## src/sv/rpls_pkg.sv

```systemverilog
`timescale 1ns / 1ps
// ----------------------------------------------------------------------------
// rpls_pkg
// shared types and constants of the row profile line segmenter
// ----------------------------------------------------------------------------
package rpls_pkg;

    localparam int MAX_ROWS  = 1024;
    localparam int MAX_WIDTH = 1024;

    localparam int CNT_W  = 11;
    localparam int IDX_W  = 10;
    localparam int CFG_IW = 3;
    localparam int CFG_DW = 11;

    // per-row count saturates at the smaller of the row width and the counter range
    localparam int COUNT_LIMIT = (MAX_WIDTH < 2047) ? MAX_WIDTH : 2047;
    localparam int LAST_ROW    = ((MAX_ROWS > 1024) ? 1024 : MAX_ROWS) - 1;

    localparam logic [7:0] FG_PIXEL = 8'd255;

    localparam int RQ_DEPTH = 4;
    localparam int RQ_PTR_W = $clog2(RQ_DEPTH);
    localparam int RQ_CNT_W = $clog2(RQ_DEPTH + 1);

    localparam int OQ_DEPTH = 2;
    localparam int OQ_PTR_W = $clog2(OQ_DEPTH);
    localparam int OQ_CNT_W = $clog2(OQ_DEPTH + 1);

    typedef enum logic [CFG_IW-1:0] {
        CFG_ENTER      = 3'd0,
        CFG_LEAVE      = 3'd1,
        CFG_MIN_RUN    = 3'd2,
        CFG_MIN_HEIGHT = 3'd3
    } cfg_idx_t;

    typedef struct packed {
        logic [CNT_W-1:0] enter_threshold;
        logic [CNT_W-1:0] leave_threshold;
        logic [IDX_W-1:0] min_run_before_close;
        logic [IDX_W-1:0] min_line_height;
    } cfg_t;

    // one finished row (or a bare frame end) handed to the tracker
    typedef struct packed {
        logic [CNT_W-1:0] count;
        logic             row_end;
        logic             frame_end;
    } row_rec_t;

    typedef struct packed {
        logic signed [10:0] line_top;
        logic        [10:0] line_height;
    } res_t;

    typedef struct packed {
        logic empty;
        logic full;
    } q_stat_t;

endpackage

```

## src/sv/row_profile_line_segmenter.sv

```systemverilog
`timescale 1ns / 1ps
// ----------------------------------------------------------------------------
// row_profile_line_segmenter
// text line finder over the per-row count of foreground pixels
// ----------------------------------------------------------------------------
// a row-end item is stored in the row queue and its line result in the result queue
// throughput: 1 pixel item per cycle unless full; the tracker takes one row record per cycle while
// the result queue has room; full rises only when the 4-entry row queue backs up behind it
// reset: async active low, clears counts, tracker and queues, thresholds go to
// 10 / 10 / 5 / 10; cfg_ready is always high
module row_profile_line_segmenter (
    input  logic                                clk,
    input  logic                                rst_n,
    input  logic [7:0]                          pixel,
    input  logic                                row_end,
    input  logic                                frame_end,
    input  logic                                push,
    output logic                                full,
    output logic signed [10:0]                  line_top,
    output logic [10:0]                         line_height,
    output logic                                empty,
    input  logic                                pop,
    input  logic                                cfg_valid,
    output logic                                cfg_ready,
    input  logic [rpls_pkg::CFG_IW-1:0]         cfg_index,
    input  logic [rpls_pkg::CFG_DW-1:0]         cfg_data
);

    rpls_pkg::cfg_t     cfg_reg;
    rpls_pkg::cfg_t     cfg_next;
    rpls_pkg::row_rec_t rec_in;
    rpls_pkg::row_rec_t rec_out;
    rpls_pkg::q_stat_t  rq_stat;
    rpls_pkg::res_t     res;
    logic               accept;
    logic               rec_push;
    logic               rec_pop;

    assign cfg_ready = 1'b1;
    assign full      = rq_stat.full;
    assign accept    = push && !rq_stat.full;

    always_comb
    begin
        cfg_next = cfg_reg;
        if (cfg_valid)
        begin
            case (cfg_index)
                rpls_pkg::CFG_ENTER:      cfg_next.enter_threshold      = cfg_data;
                rpls_pkg::CFG_LEAVE:      cfg_next.leave_threshold      = cfg_data;
                rpls_pkg::CFG_MIN_RUN:
                    cfg_next.min_run_before_close = cfg_data[rpls_pkg::IDX_W-1:0];
                rpls_pkg::CFG_MIN_HEIGHT:
                    cfg_next.min_line_height      = cfg_data[rpls_pkg::IDX_W-1:0];
                default:                  cfg_next = cfg_reg;
            endcase
        end
    end

    always_ff @(posedge clk or negedge rst_n)
    begin
        if (!rst_n)
        begin
            cfg_reg.enter_threshold      <= rpls_pkg::CNT_W'(10);
            cfg_reg.leave_threshold      <= rpls_pkg::CNT_W'(10);
            cfg_reg.min_run_before_close <= rpls_pkg::IDX_W'(5);
            cfg_reg.min_line_height      <= rpls_pkg::IDX_W'(10);
        end
        else
        begin
            cfg_reg <= cfg_next;
        end
    end

    rpls_front u_front (
        .clk       (clk),
        .rst_n     (rst_n),
        .accept    (accept),
        .pixel     (pixel),
        .row_end   (row_end),
        .frame_end (frame_end),
        .rec_push  (rec_push),
        .rec       (rec_in)
    );

    rpls_rowq u_rowq (
        .clk     (clk),
        .rst_n   (rst_n),
        .wr      (rec_push),
        .wr_data (rec_in),
        .rd      (rec_pop),
        .rd_data (rec_out),
        .stat    (rq_stat)
    );

    rpls_back u_back (
        .clk       (clk),
        .rst_n     (rst_n),
        .cfg       (cfg_reg),
        .rec_valid (!rq_stat.empty),
        .rec       (rec_out),
        .rec_pop   (rec_pop),
        .res_pop   (pop),
        .res       (res),
        .res_empty (empty)
    );

    assign line_top    = res.line_top;
    assign line_height = res.line_height;

`ifndef SYNTHESIS
    // a row record is queued exactly for accepted items that end a row or a frame
    a_rec_push: assert property (@(posedge clk) disable iff (!rst_n)
        (accept && (row_end || frame_end)) == rec_push)
        else $error("row record push does not match accepted row/frame end");

    // the tracker never takes a record from an empty row queue
    a_rec_pop: assert property (@(posedge clk) disable iff (!rst_n)
        rec_pop |-> !rq_stat.empty)
        else $error("tracker popped an empty row queue");

    // a reported line spans at least three rows
    a_height: assert property (@(posedge clk) disable iff (!rst_n)
        !empty |-> (line_height > 11'd2))
        else $error("reported line height too small");
`endif

endmodule

```

## src/sv/rpls_front.sv

```systemverilog
`timescale 1ns / 1ps
// ----------------------------------------------------------------------------
// rpls_front
// per-row foreground counter, emits one row record per row or frame end
// ----------------------------------------------------------------------------
module rpls_front (
    input  logic                clk,
    input  logic                rst_n,
    input  logic                accept,
    input  logic [7:0]          pixel,
    input  logic                row_end,
    input  logic                frame_end,
    output logic                rec_push,
    output rpls_pkg::row_rec_t  rec
);

    logic [rpls_pkg::CNT_W-1:0] count_reg;
    logic [rpls_pkg::CNT_W-1:0] count_next;
    logic [rpls_pkg::CNT_W-1:0] count_inc;

    always_comb
    begin
        count_inc = count_reg;
        if ((pixel == rpls_pkg::FG_PIXEL) &&
            (count_reg < rpls_pkg::CNT_W'(rpls_pkg::COUNT_LIMIT)))
        begin
            count_inc = count_reg + 1'b1;
        end

        count_next = count_reg;
        if (accept)
        begin
            count_next = (row_end || frame_end) ? '0 : count_inc;
        end

        rec_push      = accept && (row_end || frame_end);
        rec.count     = count_inc;
        rec.row_end   = row_end;
        rec.frame_end = frame_end;
    end

    always_ff @(posedge clk or negedge rst_n)
    begin
        if (!rst_n)
        begin
            count_reg <= '0;
        end
        else
        begin
            count_reg <= count_next;
        end
    end

endmodule

```

## src/sv/rpls_rowq.sv

```systemverilog
`timescale 1ns / 1ps
// ----------------------------------------------------------------------------
// rpls_rowq
// short queue of row records between the counter and the tracker
// ----------------------------------------------------------------------------
module rpls_rowq (
    input  logic                clk,
    input  logic                rst_n,
    input  logic                wr,
    input  rpls_pkg::row_rec_t  wr_data,
    input  logic                rd,
    output rpls_pkg::row_rec_t  rd_data,
    output rpls_pkg::q_stat_t   stat
);

    rpls_pkg::row_rec_t             mem_reg [rpls_pkg::RQ_DEPTH];
    logic [rpls_pkg::RQ_PTR_W-1:0]  wptr_reg;
    logic [rpls_pkg::RQ_PTR_W-1:0]  wptr_next;
    logic [rpls_pkg::RQ_PTR_W-1:0]  rptr_reg;
    logic [rpls_pkg::RQ_PTR_W-1:0]  rptr_next;
    logic [rpls_pkg::RQ_CNT_W-1:0]  cnt_reg;
    logic [rpls_pkg::RQ_CNT_W-1:0]  cnt_next;

    always_comb
    begin
        stat.empty = (cnt_reg == '0);
        stat.full  = (cnt_reg == rpls_pkg::RQ_CNT_W'(rpls_pkg::RQ_DEPTH));
        rd_data    = mem_reg[rptr_reg];

        wptr_next = wr ? wptr_reg + 1'b1 : wptr_reg;
        rptr_next = rd ? rptr_reg + 1'b1 : rptr_reg;
        cnt_next  = cnt_reg;
        if (wr && !rd)
        begin
            cnt_next = cnt_reg + 1'b1;
        end
        else if (rd && !wr)
        begin
            cnt_next = cnt_reg - 1'b1;
        end
    end

    always_ff @(posedge clk or negedge rst_n)
    begin
        if (!rst_n)
        begin
            wptr_reg <= '0;
            rptr_reg <= '0;
            cnt_reg  <= '0;
        end
        else
        begin
            wptr_reg <= wptr_next;
            rptr_reg <= rptr_next;
            cnt_reg  <= cnt_next;
        end
    end

    always_ff @(posedge clk)
    begin
        if (wr)
        begin
            mem_reg[wptr_reg] <= wr_data;
        end
    end

endmodule

```

## src/sv/rpls_back.sv

```systemverilog
`timescale 1ns / 1ps
// ----------------------------------------------------------------------------
// rpls_back
// line tracker, one row record per cycle if the 2-entry result queue has room
// ----------------------------------------------------------------------------
module rpls_back (
    input  logic                clk,
    input  logic                rst_n,
    input  rpls_pkg::cfg_t      cfg,
    input  logic                rec_valid,
    input  rpls_pkg::row_rec_t  rec,
    output logic                rec_pop,
    input  logic                res_pop,
    output rpls_pkg::res_t      res,
    output logic                res_empty
);

    logic [rpls_pkg::IDX_W-1:0]     idx_reg;
    logic [rpls_pkg::IDX_W-1:0]     idx_next;
    logic [rpls_pkg::IDX_W-1:0]     start_reg;
    logic [rpls_pkg::IDX_W-1:0]     start_next;
    logic                           in_line_reg;
    logic                           in_line_next;
    logic [rpls_pkg::IDX_W-1:0]     run;
    logic                           emit;
    rpls_pkg::res_t                 new_res;

    rpls_pkg::res_t                 oq_reg [rpls_pkg::OQ_DEPTH];
    logic [rpls_pkg::OQ_PTR_W-1:0]  oq_wptr_reg;
    logic [rpls_pkg::OQ_PTR_W-1:0]  oq_wptr_next;
    logic [rpls_pkg::OQ_PTR_W-1:0]  oq_rptr_reg;
    logic [rpls_pkg::OQ_PTR_W-1:0]  oq_rptr_next;
    logic [rpls_pkg::OQ_CNT_W-1:0]  oq_cnt_reg;
    logic [rpls_pkg::OQ_CNT_W-1:0]  oq_cnt_next;
    logic                           oq_wr;
    logic                           oq_rd;

    always_comb
    begin
        rec_pop = rec_valid &&
                  (oq_cnt_reg != rpls_pkg::OQ_CNT_W'(rpls_pkg::OQ_DEPTH));
        run     = idx_reg - start_reg;
        emit    = 1'b0;

        idx_next     = idx_reg;
        start_next   = start_reg;
        in_line_next = in_line_reg;

        if (rec_pop && rec.row_end)
        begin
            if (!in_line_reg && (rec.count > cfg.enter_threshold))
            begin
                in_line_next = 1'b1;
                start_next   = idx_reg;
            end
            else if (in_line_reg && (run > cfg.min_run_before_close) &&
                     (rec.count < cfg.leave_threshold))
            begin
                in_line_next = 1'b0;
                emit         = (run > cfg.min_line_height);
            end
            if (idx_reg < rpls_pkg::IDX_W'(rpls_pkg::LAST_ROW))
            begin
                idx_next = idx_reg + 1'b1;
            end
        end

        // frame end wipes the tracker after the row itself was tracked
        if (rec_pop && rec.frame_end)
        begin
            idx_next     = '0;
            start_next   = '0;
            in_line_next = 1'b0;
        end

        new_res.line_top    = $signed({1'b0, start_reg} - 11'd1);
        new_res.line_height = {1'b0, run} + 11'd2;

        oq_wr = emit;
        oq_rd = res_pop && (oq_cnt_reg != '0);

        oq_wptr_next = oq_wr ? oq_wptr_reg + 1'b1 : oq_wptr_reg;
        oq_rptr_next = oq_rd ? oq_rptr_reg + 1'b1 : oq_rptr_reg;
        oq_cnt_next  = oq_cnt_reg;
        if (oq_wr && !oq_rd)
        begin
            oq_cnt_next = oq_cnt_reg + 1'b1;
        end
        else if (oq_rd && !oq_wr)
        begin
            oq_cnt_next = oq_cnt_reg - 1'b1;
        end

        res_empty = (oq_cnt_reg == '0);
        res       = oq_reg[oq_rptr_reg];
    end

    always_ff @(posedge clk or negedge rst_n)
    begin
        if (!rst_n)
        begin
            idx_reg     <= '0;
            start_reg   <= '0;
            in_line_reg <= 1'b0;
            oq_wptr_reg <= '0;
            oq_rptr_reg <= '0;
            oq_cnt_reg  <= '0;
        end
        else
        begin
            idx_reg     <= idx_next;
            start_reg   <= start_next;
            in_line_reg <= in_line_next;
            oq_wptr_reg <= oq_wptr_next;
            oq_rptr_reg <= oq_rptr_next;
            oq_cnt_reg  <= oq_cnt_next;
        end
    end

    always_ff @(posedge clk)
    begin
        if (oq_wr)
        begin
            oq_reg[oq_wptr_reg] <= new_res;
        end
    end

endmodule
```

## config.mk

```make
export PLATFORM = sky130hd
export DESIGN_NAME = row_profile_line_segmenter
export DESIGN_NICKNAME = d
export VERILOG_FILES = /design/src/sv/rpls_pkg.sv /design/src/sv/row_profile_line_segmenter.sv /design/src/sv/rpls_front.sv /design/src/sv/rpls_rowq.sv /design/src/sv/rpls_back.sv
export SDC_FILE = /design/constraint.sdc
export NUM_CORES = 1
export LEC_CHECK = 0
export ABC_CLOCK_PERIOD_IN_PS = 9100
export BUFFER_PORTS_ARGS = -buffer_cell sky130_fd_sc_hd__buf_2
export CORE_MARGIN = 2
export CORE_UTILIZATION = 45
export CTS_CLUSTER_SIZE = 25
export DETAILED_ROUTE_END_ITERATION = 10
export GPL_TIMING_DRIVEN = 0
export PLACE_DENSITY = 0.67
export SYNTH_ARGS = -nofsm -noshare
export SYNTH_HDL_FRONTEND = slang
export SYNTH_HIERARCHICAL = 1
export SYNTH_SLANG_ARGS = --single-unit
```

## constraint.sdc

```tcl
create_clock -name clk -period 9.1 [get_ports clk]
set_input_delay 1.82 -clock clk [delete_from_list [all_inputs] [get_ports clk]]
set_output_delay 1.82 -clock clk [all_outputs]
set_load 0.05 [all_outputs]
```

* Word-level counts from Yosys, hierarchy flattened
Memory sizes are Yosys's and may differ from the RTL's.
Cells that the tools add are included.
** Operators by class
- $add $sub $neg :: 13
- Equality and inequality tests :: 6
- $lt $le $gt $ge :: 6
- Multiplexer cells :: 23
- Reduce and logical (&&, ||, !) cells :: 39
** Operators by type and width (number)
- 10-bit 2-to-1 mux :: 6
- 11-bit 2-to-1 mux :: 2
- 10-bit > comparator :: 2
- 1-bit logical AND :: 14
- 2-bit AND reduction :: 7
- 2-bit nonzero test :: 6
- 10-bit by 2-bit adder with 11-bit output (second input constant) :: 1
- 11-bit by 1-bit adder with 11-bit output (second input constant) :: 1
- 11-bit > comparator :: 1
- 11-bit < comparator :: 1
- 11-bit < comparator (second input constant) :: 1
- 1-bit 2-to-1 mux :: 11
- 10-bit by 1-bit subtractor with 11-bit output (second input constant) :: 1
- 10-bit by 1-bit adder with 10-bit output (second input constant) :: 1
- 10-bit < comparator (second input constant) :: 1
- 10-bit subtractor :: 1
- 8-bit equality test (second input constant) :: 1
- 1-bit zero test :: 7
- 2-bit by 1-bit adder with 2-bit output (second input constant) :: 3
- 3-bit by 2-bit equality test with 1-bit output (second input constant) :: 2
- 3-bit zero test :: 2
- 3-bit 2-to-1 mux :: 2
- 2-bit 2-to-1 mux :: 2
- 3-bit by 1-bit adder with 3-bit output (second input constant) :: 1
- 9 further kinds :: 10
** Word-level totals
- RAM bits :: 96
- Memories :: 2
- Bits in registers :: 85
- Output and inout bits :: 25
- Logic and storage cells :: 103
- Input port bits :: 29
** Memories
- u_rowq.mem_reg :: words 4, bits a word 13, rd ports 1, clocked after Yosys merged registers in 0, wr ports 1, line rpls_rowq.sv:16 : rpls_pkg::row_rec_t mem_reg [rpls_pkg::RQ_DEPTH];
- u_back.oq_reg :: words 2, bits a word 22, rd ports 1, clocked after Yosys merged registers in 0, wr ports 1, line rpls_back.sv:28 : rpls_pkg::res_t oq_reg [rpls_pkg::OQ_DEPTH];

* Depth between registers and ports, before layout
Gate-level depths: netlist (run 1).
- Depth in word-level cells :: 11
- Gate-level depth with buffers :: 19
- Gate-level depth less buffers :: 19

* Modules after synthesis
Netlist (run 1), hierarchy kept.
** Modules (own cells, without submodules)
- rpls_back :: cells an instance 412, seq. area each 1946.9 um2, area each 4509.3 um2, instances 1
- rpls_rowq :: cells an instance 102, seq. area each 1736.7 um2, area each 2299.7 um2, instances 1
- row_profile_line_segmenter :: cells an instance 96, seq. area each 1061.0 um2, area each 1764.2 um2, instances 1
- rpls_front :: cells an instance 93, seq. area each 275.3 um2, area each 887.1 um2, instances 1

* Worst setup path after synthesis (run 1)
OpenSTA, ideal clock, no wires.
- Path type :: register -> register
- From :: register u_back/start_reg[2] in the netlist's numbering
- To :: memory u_back/oq_reg[0][0] in the netlist's numbering (enable)
- Period minus slack after synthesis :: 4667 ps
- Cell stages (with the launch flop) :: 16
- Required time :: 8697 ps
- Data arrival time :: 4263 ps
- Path buffers :: 0
- Library setup time :: 403 ps
- Path slack :: 4433 ps
- Path through :: dfrtp_1 -> inv_1 -> ha_1 -> or2_1 -> o21a_1 -> o31a_1 -> a31o_2 -> xnor2_2 -> inv_1 -> ha_1 -> nand4_1 -> nor3_1 -> a2111oi_4 -> o41ai_2 -> nor4_4 -> nor2b_1
** Between the ends
- Word-level cells in the longest chain between the ends :: 9
- Elaborated cells between the ends (all ways) :: 10
- Classes of those cells :: 1 x add/sub; 2 x order compare; 5 x mux; 2 x reduce/logical
** Ends and longest elaborated chain
- start, declared :: line rpls_back.sv:20 : logic [rpls_pkg::IDX_W-1:0] start_reg;
- start signal, assigned :: line rpls_back.sv:112 : start_reg <= start_next;
- 10-bit subtractor (*) :: line rpls_back.sv:42 : run = idx_reg - start_reg;
- 10-bit > comparator :: line rpls_back.sv:56 : else if (in_line_reg && (run > cfg.min_run_before_close) &&
- 1-bit logical AND (2 in a row) :: line rpls_back.sv:56
- 1-bit 2-to-1 mux (*) :: line rpls_back.sv:56
- 1-bit 2-to-1 mux (*) :: line rpls_back.sv:51 : if (!in_line_reg && (rec.count > cfg.enter_threshold))
- 1-bit 2-to-1 mux (*) :: line rpls_back.sv:49 : if (rec_pop && rec.row_end)
- named net u_back.emit :: line rpls_back.sv:25 : logic emit;
- 1-bit 2-to-1 mux (*) :: line rpls_back.sv:122 : if (oq_wr)
- 1-bit 2-to-1 mux (implied by the code) (*) :: line rpls_back.sv:124 : oq_reg[oq_wptr_reg] <= new_res;
- end, declared :: line rpls_back.sv:28
Mark *: on every way through the listed nets, which the timed path passes. The rest lies on a longest branch.

* Worst setup path after layout (run 1)
- From :: register u_back/idx_reg[0] in the netlist's numbering
- To :: memory u_back/oq_reg[1][8] in the netlist's numbering (enable)
** Between the ends
- Word-level cells in the longest chain between the ends :: 9
- Elaborated cells between the ends (all ways) :: 10
- Classes of those cells :: 1 x add/sub; 2 x order compare; 5 x mux; 2 x reduce/logical
** Ends and longest elaborated chain
- start, declared :: line rpls_back.sv:18 : logic [rpls_pkg::IDX_W-1:0] idx_reg;
- start signal, assigned :: line rpls_back.sv:111 : idx_reg <= idx_next;
- 10-bit subtractor (*) :: line rpls_back.sv:42
- 10-bit > comparator :: line rpls_back.sv:56
- 1-bit logical AND (2 in a row) :: line rpls_back.sv:56
- 1-bit 2-to-1 mux (*) :: line rpls_back.sv:56
- 1-bit 2-to-1 mux (*) :: line rpls_back.sv:51
- 1-bit 2-to-1 mux (*) :: line rpls_back.sv:49
- named net u_back.emit :: line rpls_back.sv:25
- 1-bit 2-to-1 mux (*) :: line rpls_back.sv:122
- 1-bit 2-to-1 mux (implied by the code) (*) :: line rpls_back.sv:124
Marked as above.

==> results.json, run 1 <==
{
  "final_common_cell": "edfxtp_1",
  "timing.final.crit_period_ps": 5150,
  "area_growth_pct": 13.3,
  "fin_setup_tns_ps": 0,
  "fin_ws_ps": 3950,
  "clock-sinks": 181,
  "grt_pass1_vias": 5714,
  "numCtsBuffers": 17,
  "gp_congestion": 0.800,
  "rsz0062_at_grt": "no",
  "clkPwrFrac": 0.233,
  "num_vias": 5542,
  "insertion_delay_ps": 440,
  "synth_edf_count": 96,
  "antennaDiodeCount": 0,
  "grt_start_max_net_pins": 70,
  "fin_crit_sh": 0.566,
  "clockBufferDepth": 2,
  "ys_async_sr_fraction": 0.470,
  "hpwl_mm": 12.6,
  "io_pins": 54,
  "swShare": 0.375,
  "drive_gt1_frac": 0.247,
  "critPathRequiredTime_ps": 9150,
  "cts_resized": 0,
  "hold_viol": 0,
  "drtIter0Drc": 349,
  "worst_pin_slew_ps": 1020,
  "syn_area_um2": 9460,
  "synth_area_leaders": "edfxtp_1, dfrtp_1, ha_1",
  "comb_power_share": 0.412,
  "grt_pass1_wl_mm": 29.3,
  "fmax_mhz": 194,
  "rrSetupSlack_ps": 3950,
  "core_um2": 20800,
  "dp_slack_ps": 3900,
  "fin_nets": 867,
  "worstPathArrival_ps": 5200,
  "p_switching_uw": 1170,
  "yosysUniqueCellTypes": 79,
  "finalClockSkew_ps": 9.52,
  "leakage_uw": 0.00460,
  "finalSetupViolCount": 0,
  "start_util": 0.454,
  "drt_first_pass_iters": 5,
  "vdd_drop_max_mv": 0.156,
  "clk_pin_slew_ps": 70,
  "antenna_left": 0,
  "yosys.area.top_type": "edfxtp_1",
  "wl_per_cell_um": 16.4,
  "criticalPathCategory": "register to register",
  "sequentialPowerShare": 0.355,
  "dieHeight_um": 149,
  "yosysTopAreaCellShare": 0.305,
  "cts_tree": "built",
  "synth_flop_cell": "edfxtp_1",
  "largest_register_ffs": 52,
  "max_cap_violations": 0,
  "relSlewSlack": 0.318,
  "die_area_um2": 22200,
  "htree_levels": 4,
  "intPower_uw": 1950,
  "final_cell_mix": "edfxtp_1, dfrtp_1, inv_1",
  "track_usage": 0.170,
  "cp-end-kind": "register",
  "powerDensity_nw_per_um2": 292,
  "status": "completed",
  "cts_hold_buf": 0,
  "synth_warnings": 6,
  "totalWireLength_mm": 17.5,
  "grt.overflow.total": 0,
  "antenna_found_initial": 1,
  "portBuffers": 52,
  "yosysSeqAreaShare": 0.531,
  "synthCells": 703,
  "cp-start-kind": "register",
  "worstPathMaxFanout": 22,
  "hp-class": "register to register",
  "synth_fp_nets": 794,
  "avgSynthCellArea_um2": 13.5,
  "drc_errors": 0,
  "drt-vias-per-instance": 5.21,
  "synth_seq_cells": 181,
  "final_max_slew_viol_count": 0,
  "root_buffer": "clkbuf_16",
  "cts_setup_buffers": 0,
  "dieWidth_um": 149,
  "rows": 53
}
[kinds of logic after synthesis]
family | share of synthesized area
AND/OR/NAND/NOR | 0.0925
adder cells (fa/ha/maj) | 0.0836
AO/OA/AOI/OAI | 0.0771
other | 0.000396
multiplexers | 0.123
buffers and inverters | 0.0444
flip-flops | 0.531
XOR/XNOR | 0.0480
[worst max-delay path: stages (launching register included)]
cell and delay [ps]:
dfrtp_1 470, inv_1 90, ha_1 170, inv_1 60
fa_1 400, a21o_1 210, nand4_1 100, and3b_1 170
xor2_1 480, inv_1 170, ha_1 310, nand4_1 120
nor3_1 120, a2111oi_4 380, o41ai_2 190, nor4_4 450
and2_1 870
[power by group through the flow]
stage	Combinational (µW)	Clock, µW	Sequential [µW]
2_1_floorplan	1000	0	1100
3_3_place_gp	1260	0	1120
6_report	1290	729	1110
4_1_cts	1310	745	1110
3_5_place_dp	1290	0	1130
5_1_grt	1450	781	1130
[synth_stat cells, drive strengths merged, types with 8 or more instances]
cell / instances
and2: 10
edfxtp: 96
nand3: 11
a21o: 8
nor2b: 11
xnor2: 25
o211ai: 8
a21oi: 17
dfstp: 8
a22o: 10
and3: 8
mux4: 13
inv: 67
nor3: 13
buf: 21
dfrtp: 77
ha: 60
o21ai: 14
mux2: 66
nand4: 12
xor2: 26
nand2: 22
nor2: 24
[metal layers]
layer	vias to the layer above	routed length [µm]	GRT usage
met5	-	12	0
met4	2	213	0.0557
met3	21	527	0.0333
met2	84	8610	0.284
met1	2701	8100	0.223
li1	2734	-	-
[through the flow]
stage	instances	area (µm²)	total power [µW]	utilization	hold WS, ps
after global placement	1030	10100	2390	0.483	470
after CTS	1064	10700	3160	0.515	496
after detailed placement	1032	10100	2420	0.486	482
after floorplan	703	9460	2110	-	455
after global routing	1064	10700	3360	0.515	524
final	1064	10700	3130	0.515	491
[final timing paths]
path                                               start                              to  cells past startpoint
setup / recovery           u_back/idx_reg[0]$_DFFE_PN0P_   u_back/oq_reg[1][8]$_DFFE_PP_                     16
hold / removal                    cfg_reg[9]$_DFFE_PN0P_          cfg_reg[9]$_DFFE_PN0P_                      1
setup reg to reg           u_back/idx_reg[0]$_DFFE_PN0P_   u_back/oq_reg[1][8]$_DFFE_PP_                     16
hold reg to reg                   cfg_reg[9]$_DFFE_PN0P_          cfg_reg[9]$_DFFE_PN0P_                      1
max in group asynchronous                          rst_n          cfg_reg[3]$_DFFE_PN1P_                      2
min in group asynchronous                          rst_n  u_rowq/wptr_reg[1]$_DFFE_PN0P_                      1
[area by class of cell]
class | count | area [µm²]
repair buffers | 54 | 318
multi-input cells | 432 | 4020
plain buffers | 23 | 169
well taps | 275 | 344
clock buffers | 17 | 425
clock inverters | 15 | 168
inverters | 67 | 251
fillers | 1812 | 10100
flip-flops and latches | 181 | 5020
No activity file was read; power rests on OpenSTA's default activity.
==> inputs of run 2 (changes only) <==
Settings changed: ABC_CLOCK_PERIOD_IN_PS 9100 to 5200.
Clock period 9.1 ns to 5.2 ns, I/O delays scaled along.
==> run 2 against run 1 <==
Effect of this change: maximum frequency increased by 6.2%; clock-buffer cell count unchanged; setup slack lost 3600 ps; utilization hardly changed; sequential power is 75% higher; via count up 0.20%; non-clock buffer count stayed put; total power grew 75%; clock skew about the same; design area hardly changed; wire length about the same; critical endpoint unchanged; largest power group unchanged.
==> results.json, run 2 (synthesis results as in run 1) <==
{
  "relSlewSlack": 0.493,
  "clk_pin_slew_ps": 70,
  "fmax_mhz": 206,
  "antenna_left": 0,
  "grt.overflow.total": 0,
  "die_area_um2": 22200,
  "dieHeight_um": 149,
  "fillers": 1810,
  "track_usage": 0.170,
  "hp-class": "input port to asynchronous set/reset pin",
  "totalWireLength_mm": 17.5,
  "swShare": 0.375,
  "grtUsageMet2": 0.284,
  "cpMaxStageDelayCell": "and2_2",
  "grt_use_met3": 0.0333,
  "cp-start-kind": "register",
  "antennaDiodeCount": 0,
  "cts_hold_buf": 0,
  "wl_per_cell_um": 16.4,
  "drtIter0Drc": 353,
  "final_common_cell": "edfxtp_1",
  "core_um2": 20800,
  "multi_input_area_um2": 4030,
  "grt.met1_usage": 0.223,
  "fin_crit_sh": 0.932,
  "fin_nets": 867,
  "start_util": 0.454,
  "timing.final.crit_period_ps": 4850,
  "intPower_uw": 3420,
  "criticalPathCategory": "register to register",
  "vdd_drop_max_mv": 0.274,
  "comb_power_share": 0.412,
  "clkPwrFrac": 0.233,
  "area_growth_pct": 13.4,
  "timing.hold.ws_ps": 480,
  "grt_start_max_net_pins": 70,
  "root_buffer": "clkbuf_16",
  "worstPathMaxFanout": 22,
  "sequentialPowerShare": 0.355,
  "final-seq-area_um2": 5020,
  "portBuffers": 52,
  "drt-vias-per-instance": 5.22,
  "worst_pin_slew_ps": 758,
  "final_cell_mix": "edfxtp_1, dfrtp_1, inv_1",
  "drt_first_pass_iters": 5,
  "clockBufferDepth": 2,
  "drive_gt1_frac": 0.248,
  "stdcell_count": 1064,
  "insertion_delay_ps": 440,
  "worstPathArrival_ps": 4920,
  "dp.cells": 1032,
  "numCtsBuffers": 17,
  "dieWidth_um": 149,
  "final_max_slew_viol_count": 0,
  "htree_levels": 4,
  "antenna_found_initial": 1,
  "powerDensity_nw_per_um2": 510,
  "clock-sinks": 181,
  "gp_congestion": 0.800,
  "io_pins": 54,
  "drc_errors": 0,
  "finalSetupViolCount": 0,
  "largest_register_ffs": 52,
  "cp-end-kind": "register",
  "critPathMostFrequentCell": "inv_1",
  "worstPathCellList": "inv_1 > ha_1 > inv_1 > fa_1 > a21o_1 > nand4_1 > and3b_1 > xor2_1 > inv_1 > ha_1 > nand4_1 > nor3_1 > a2111oi_4 > o41ai_2 > nor4_4 > and2_2",
  "grt_pass1_wl_mm": 29.3,
  "grt-busiest-layer": "met2",
  "hold_viol": 0,
  "status": "completed",
  "dpl_cell_area_um2": 10100,
  "leakage_uw": 0.00460,
  "hpwl_mm": 12.6,
  "critPathRequiredTime_ps": 5270,
  "slowest_delay_ps": 580,
  "stdcell_area_um2": 10700,
  "num_vias": 5553,
  "rows": 53,
  "grt_pass1_vias": 5714,
  "cts_tree": "built",
  "cts_setup_buffers": 0,
  "rsz0062_at_grt": "no",
  "finalClockSkew_ps": 9.09,
  "max_cap_violations": 0,
  "p_switching_uw": 2050
}
[run 2: cell counts in the layout (fill, tap and decap cells not counted)]
No cell type changed its count.
[run 2: what timing repair did]
item | CTS | global route
hold endpoints to repair | 0 | 0
setup endpoints to repair | 22 | 16
resized for setup | 1 | 1
[run 2: worst max-delay path, delay by kind of cell, from the launching register on]
| family | cells | cell delay [ps] |
|---|---|---|
| AND/OR/NAND/NOR | 6 | 1550 |
| adder cells (fa/ha/maj) | 3 | 880 |
| AO/OA/AOI/OAI | 3 | 780 |
| XOR/XNOR | 1 | 480 |
| flip-flops | 1 | 470 |
| buffers and inverters | 3 | 320 |
[run 2: metal layers]
layer	up-vias	part of all wire	wire length [µm]
met3	24	0.030	518
met5	-	0.00069	12
met2	88	0.49	8610
met4	2	0.013	222
met1	2707	0.46	8110
li1	2732	-	-
[run 2: cell type report]
class / instances / share of cell area
flip-flops and latches: 181 / 0.468
multi-input cells: 432 / 0.376
clock buffers: 17 / 0.0397
well taps: 275 / 0.0321
repair buffers: 54 / 0.0296
inverters: 67 / 0.0235
plain buffers: 23 / 0.0158
clock inverters: 15 / 0.0156
[run 2: final timing paths]
kind,start,to,slack [ps],cells after the start
setup / recovery,u_back/idx_reg[0]$_DFFE_PN0P_,u_back/oq_reg[1][8]$_DFFE_PP_,350,16
hold / removal,rst_n,u_rowq/wptr_reg[1]$_DFFE_PN0P_,480,1
setup reg to reg,u_back/idx_reg[0]$_DFFE_PN0P_,u_back/oq_reg[1][8]$_DFFE_PP_,350,16
hold reg to reg,cfg_reg[9]$_DFFE_PN0P_,cfg_reg[9]$_DFFE_PN0P_,490,1
max in group asynchronous,rst_n,cfg_reg[3]$_DFFE_PN1P_,4060,2
min in group clk,cfg_reg[9]$_DFFE_PN0P_,cfg_reg[9]$_DFFE_PN0P_,490,1
[run 2: power by group through the flow]
stage | clock [µW] | sequential, µW | combinational (µW)
2_1_floorplan | 0 | 1930 | 1760
3_3_place_gp | 0 | 1970 | 2210
3_5_place_dp | 0 | 1970 | 2260
4_1_cts | 1300 | 1950 | 2290
5_1_grt | 1370 | 1970 | 2540
6_report | 1270 | 1940 | 2250
[run 2: metrics by stage]
stage | TNS [ps] | power, µW | util | setup slack, ps
final | 0 | 5470 | 0.515 | 351
after global routing | 0 | 5880 | 0.515 | 73.2
after CTS | 0 | 5540 | 0.515 | 213
after detailed placement | -65.3 | 4240 | 0.486 | -4.01
after global placement | -15980 | 4180 | 0.483 | -728
after floorplan | 0 | 3690 | - | 533
==> inputs of run 3 (changes only) <==
Settings changed: CORE_UTILIZATION 45 to 40, PLACE_DENSITY 0.67 to 0.61.
==> run 3 against run 2 <==
Effect of this change: cell count up 4.1%; global-route usage down 1.8 points; first-iteration DRC count shrank 3.4%; maximum frequency is 1.1% lower; sequential share of layout area down 0.24 points; utilization down 5.3 points; critical path depth up 1; non-clock buffer count stayed put; flip-flop and latch count did not move; combinational power hardly changed; register-to-register slack got worse by 50 ps; critical endpoint is now u_back/oq_reg[0][2]$_DFFE_PP_; highest routed layer is now met4; largest power group unchanged.
==> results.json, run 3 (synthesis results as in run 1) <==
{
  "status": "completed",
  "grt_start_max_net_pins": 68,
  "clk_pin_slew_ps": 80,
  "wl_per_cell_um": 15.8,
  "rows": 56,
  "dieHeight_um": 158,
  "dp.cells": 1076,
  "htree_levels": 4,
  "num_vias": 5588,
  "insertion_delay_ps": 430,
  "max_cap_violations": 0,
  "drt-vias-per-instance": 5.04,
  "timing.final.crit_period_ps": 4900,
  "totalWireLength_mm": 17.5,
  "grt_pass1_wl_mm": 29.1,
  "dieWidth_um": 158,
  "worstPathArrival_ps": 5030,
  "antennaDiodeCount": 0,
  "clockBufferDepth": 2,
  "root_buffer": "clkbuf_16",
  "finalSetupViolCount": 0,
  "fin_setup_tns_ps": 0,
  "antenna_left": 0,
  "io_pins": 54,
  "numCtsBuffers": 17,
  "dp_slack_ps": -38.0,
  "cp-end-kind": "register",
  "vdd_drop_max_mv": 0.286,
  "fillers": 2102,
  "powerDensity_nw_per_um2": 510,
  "criticalPathCategory": "register to register",
  "worst_pin_slew_ps": 781,
  "core_um2": 23300,
  "largest_register_ffs": 52,
  "grt.overflow.total": 0,
  "fin_nets": 867,
  "drc_errors": 0,
  "final_max_slew_viol_count": 0,
  "start_util": 0.405,
  "track_usage": 0.152,
  "clock-sinks": 181,
  "drt_first_pass_iters": 5,
  "fmax_mhz": 204,
  "leakage_uw": 0.00460,
  "grt-busiest-layer": "met2",
  "drive_gt1_frac": 0.248,
  "drtIter0Drc": 341,
  "critPathRequiredTime_ps": 5330,
  "rsz0062_at_grt": "no",
  "worstPathMaxFanout": 18,
  "hpwl_mm": 12.7,
  "cp-start-kind": "register",
  "grt_use_met3": 0.0271,
  "final_cell_mix": "edfxtp_1, dfrtp_1, inv_1",
  "portBuffers": 52,
  "grtUsageMet2": 0.247,
  "fin_crit_sh": 0.943,
  "die_area_um2": 24900,
  "finalClockSkew_ps": 10.5,
  "rrSetupSlack_ps": 300,
  "hold_viol": 0,
  "fin_ws_ps": 298,
  "antenna_found_initial": 0,
  "relSlewSlack": 0.475,
  "area_growth_pct": 14.0,
  "final_common_cell": "edfxtp_1",
  "grt_pass1_vias": 5604,
  "grt.met1_usage": 0.204,
  "cts_setup_buffers": 0,
  "stdcell_count": 1108,
  "power.total_uw": 5500,
  "cts_tree": "built",
  "gp_congestion": 0.784,
  "hp-class": "register to register"
}
run 3: area by class of cell:
cell class | count | area, µm² | area share
flip-flops and latches | 181 | 5020 | 0.466
multi-input cells | 432 | 4020 | 0.373
clock buffers | 17 | 425 | 0.0395
well taps | 319 | 399 | 0.0370
repair buffers | 54 | 305 | 0.0283
inverters | 67 | 251 | 0.0233
clock inverters | 15 | 186 | 0.0173
plain buffers | 23 | 169 | 0.0157
run 3: worst paths after layout:
kind | cells after the start | start | end
max in group asynchronous | 2 | rst_n | cfg_reg[3]$_DFFE_PN1P_
min | 1 | cfg_reg[4]$_DFFE_PN0P_ | cfg_reg[4]$_DFFE_PN0P_
min reg2reg | 1 | cfg_reg[4]$_DFFE_PN0P_ | cfg_reg[4]$_DFFE_PN0P_
max | 17 | u_back/idx_reg[0]$_DFFE_PN0P_ | u_back/oq_reg[0][2]$_DFFE_PP_
min in group asynchronous | 1 | rst_n | u_front/count_reg[8]$_DFFE_PN0P_
max reg2reg | 17 | u_back/idx_reg[0]$_DFFE_PN0P_ | u_back/oq_reg[0][2]$_DFFE_PP_
run 3: timing repair:
item,in CTS,in global routing
setup endpoints to repair,22,0
resized for setup,1,0
hold endpoints to repair,0,0
hold buffers,0,0
run 3: layer usage:
layer | part of all wire | routed length, µm | vias to the layer above
met5 | 0 | 0 | -
met4 | 0.015 | 260 | 0
met3 | 0.023 | 405 | 20
met2 | 0.48 | 8430 | 62
met1 | 0.48 | 8430 | 2761
li1 | - | - | 2745
run 3: through the flow:
| stage | instance area (µm²) | utilization | hold WS (ps) |
|---|---|---|---|
| after CTS | 10800 | 0.462 | 494 |
| final | 10800 | 0.462 | 493 |
| after detailed placement | 10200 | 0.436 | 481 |
| after global placement | 10100 | 0.434 | 470 |
| after floorplan | 9460 | - | 455 |
| after global routing | 10800 | 0.462 | 503 |
run 3: power breakdown:
| group | switching, µW | internal (µW) |
|---|---|---|
| logic | 1340 | 923 |
| clock network | 628 | 655 |
| registers | 131 | 1810 |
| total | 2100 | 3390 |
run 3: worst max-delay path, cell delays in order (launching register included):
cell and delay, ps:
dfrtp_1 460, inv_1 90, ha_1 160, inv_1 50, fa_1 390, a21o_1 220
nand4_1 110, and3b_1 180, xor2_1 510, inv_1 160, ha_1 310, nand4_1 130
nor3_1 120, a2111oi_4 380, o41ai_2 200, nor4_4 440, nor2b_2 450, buf_8 240
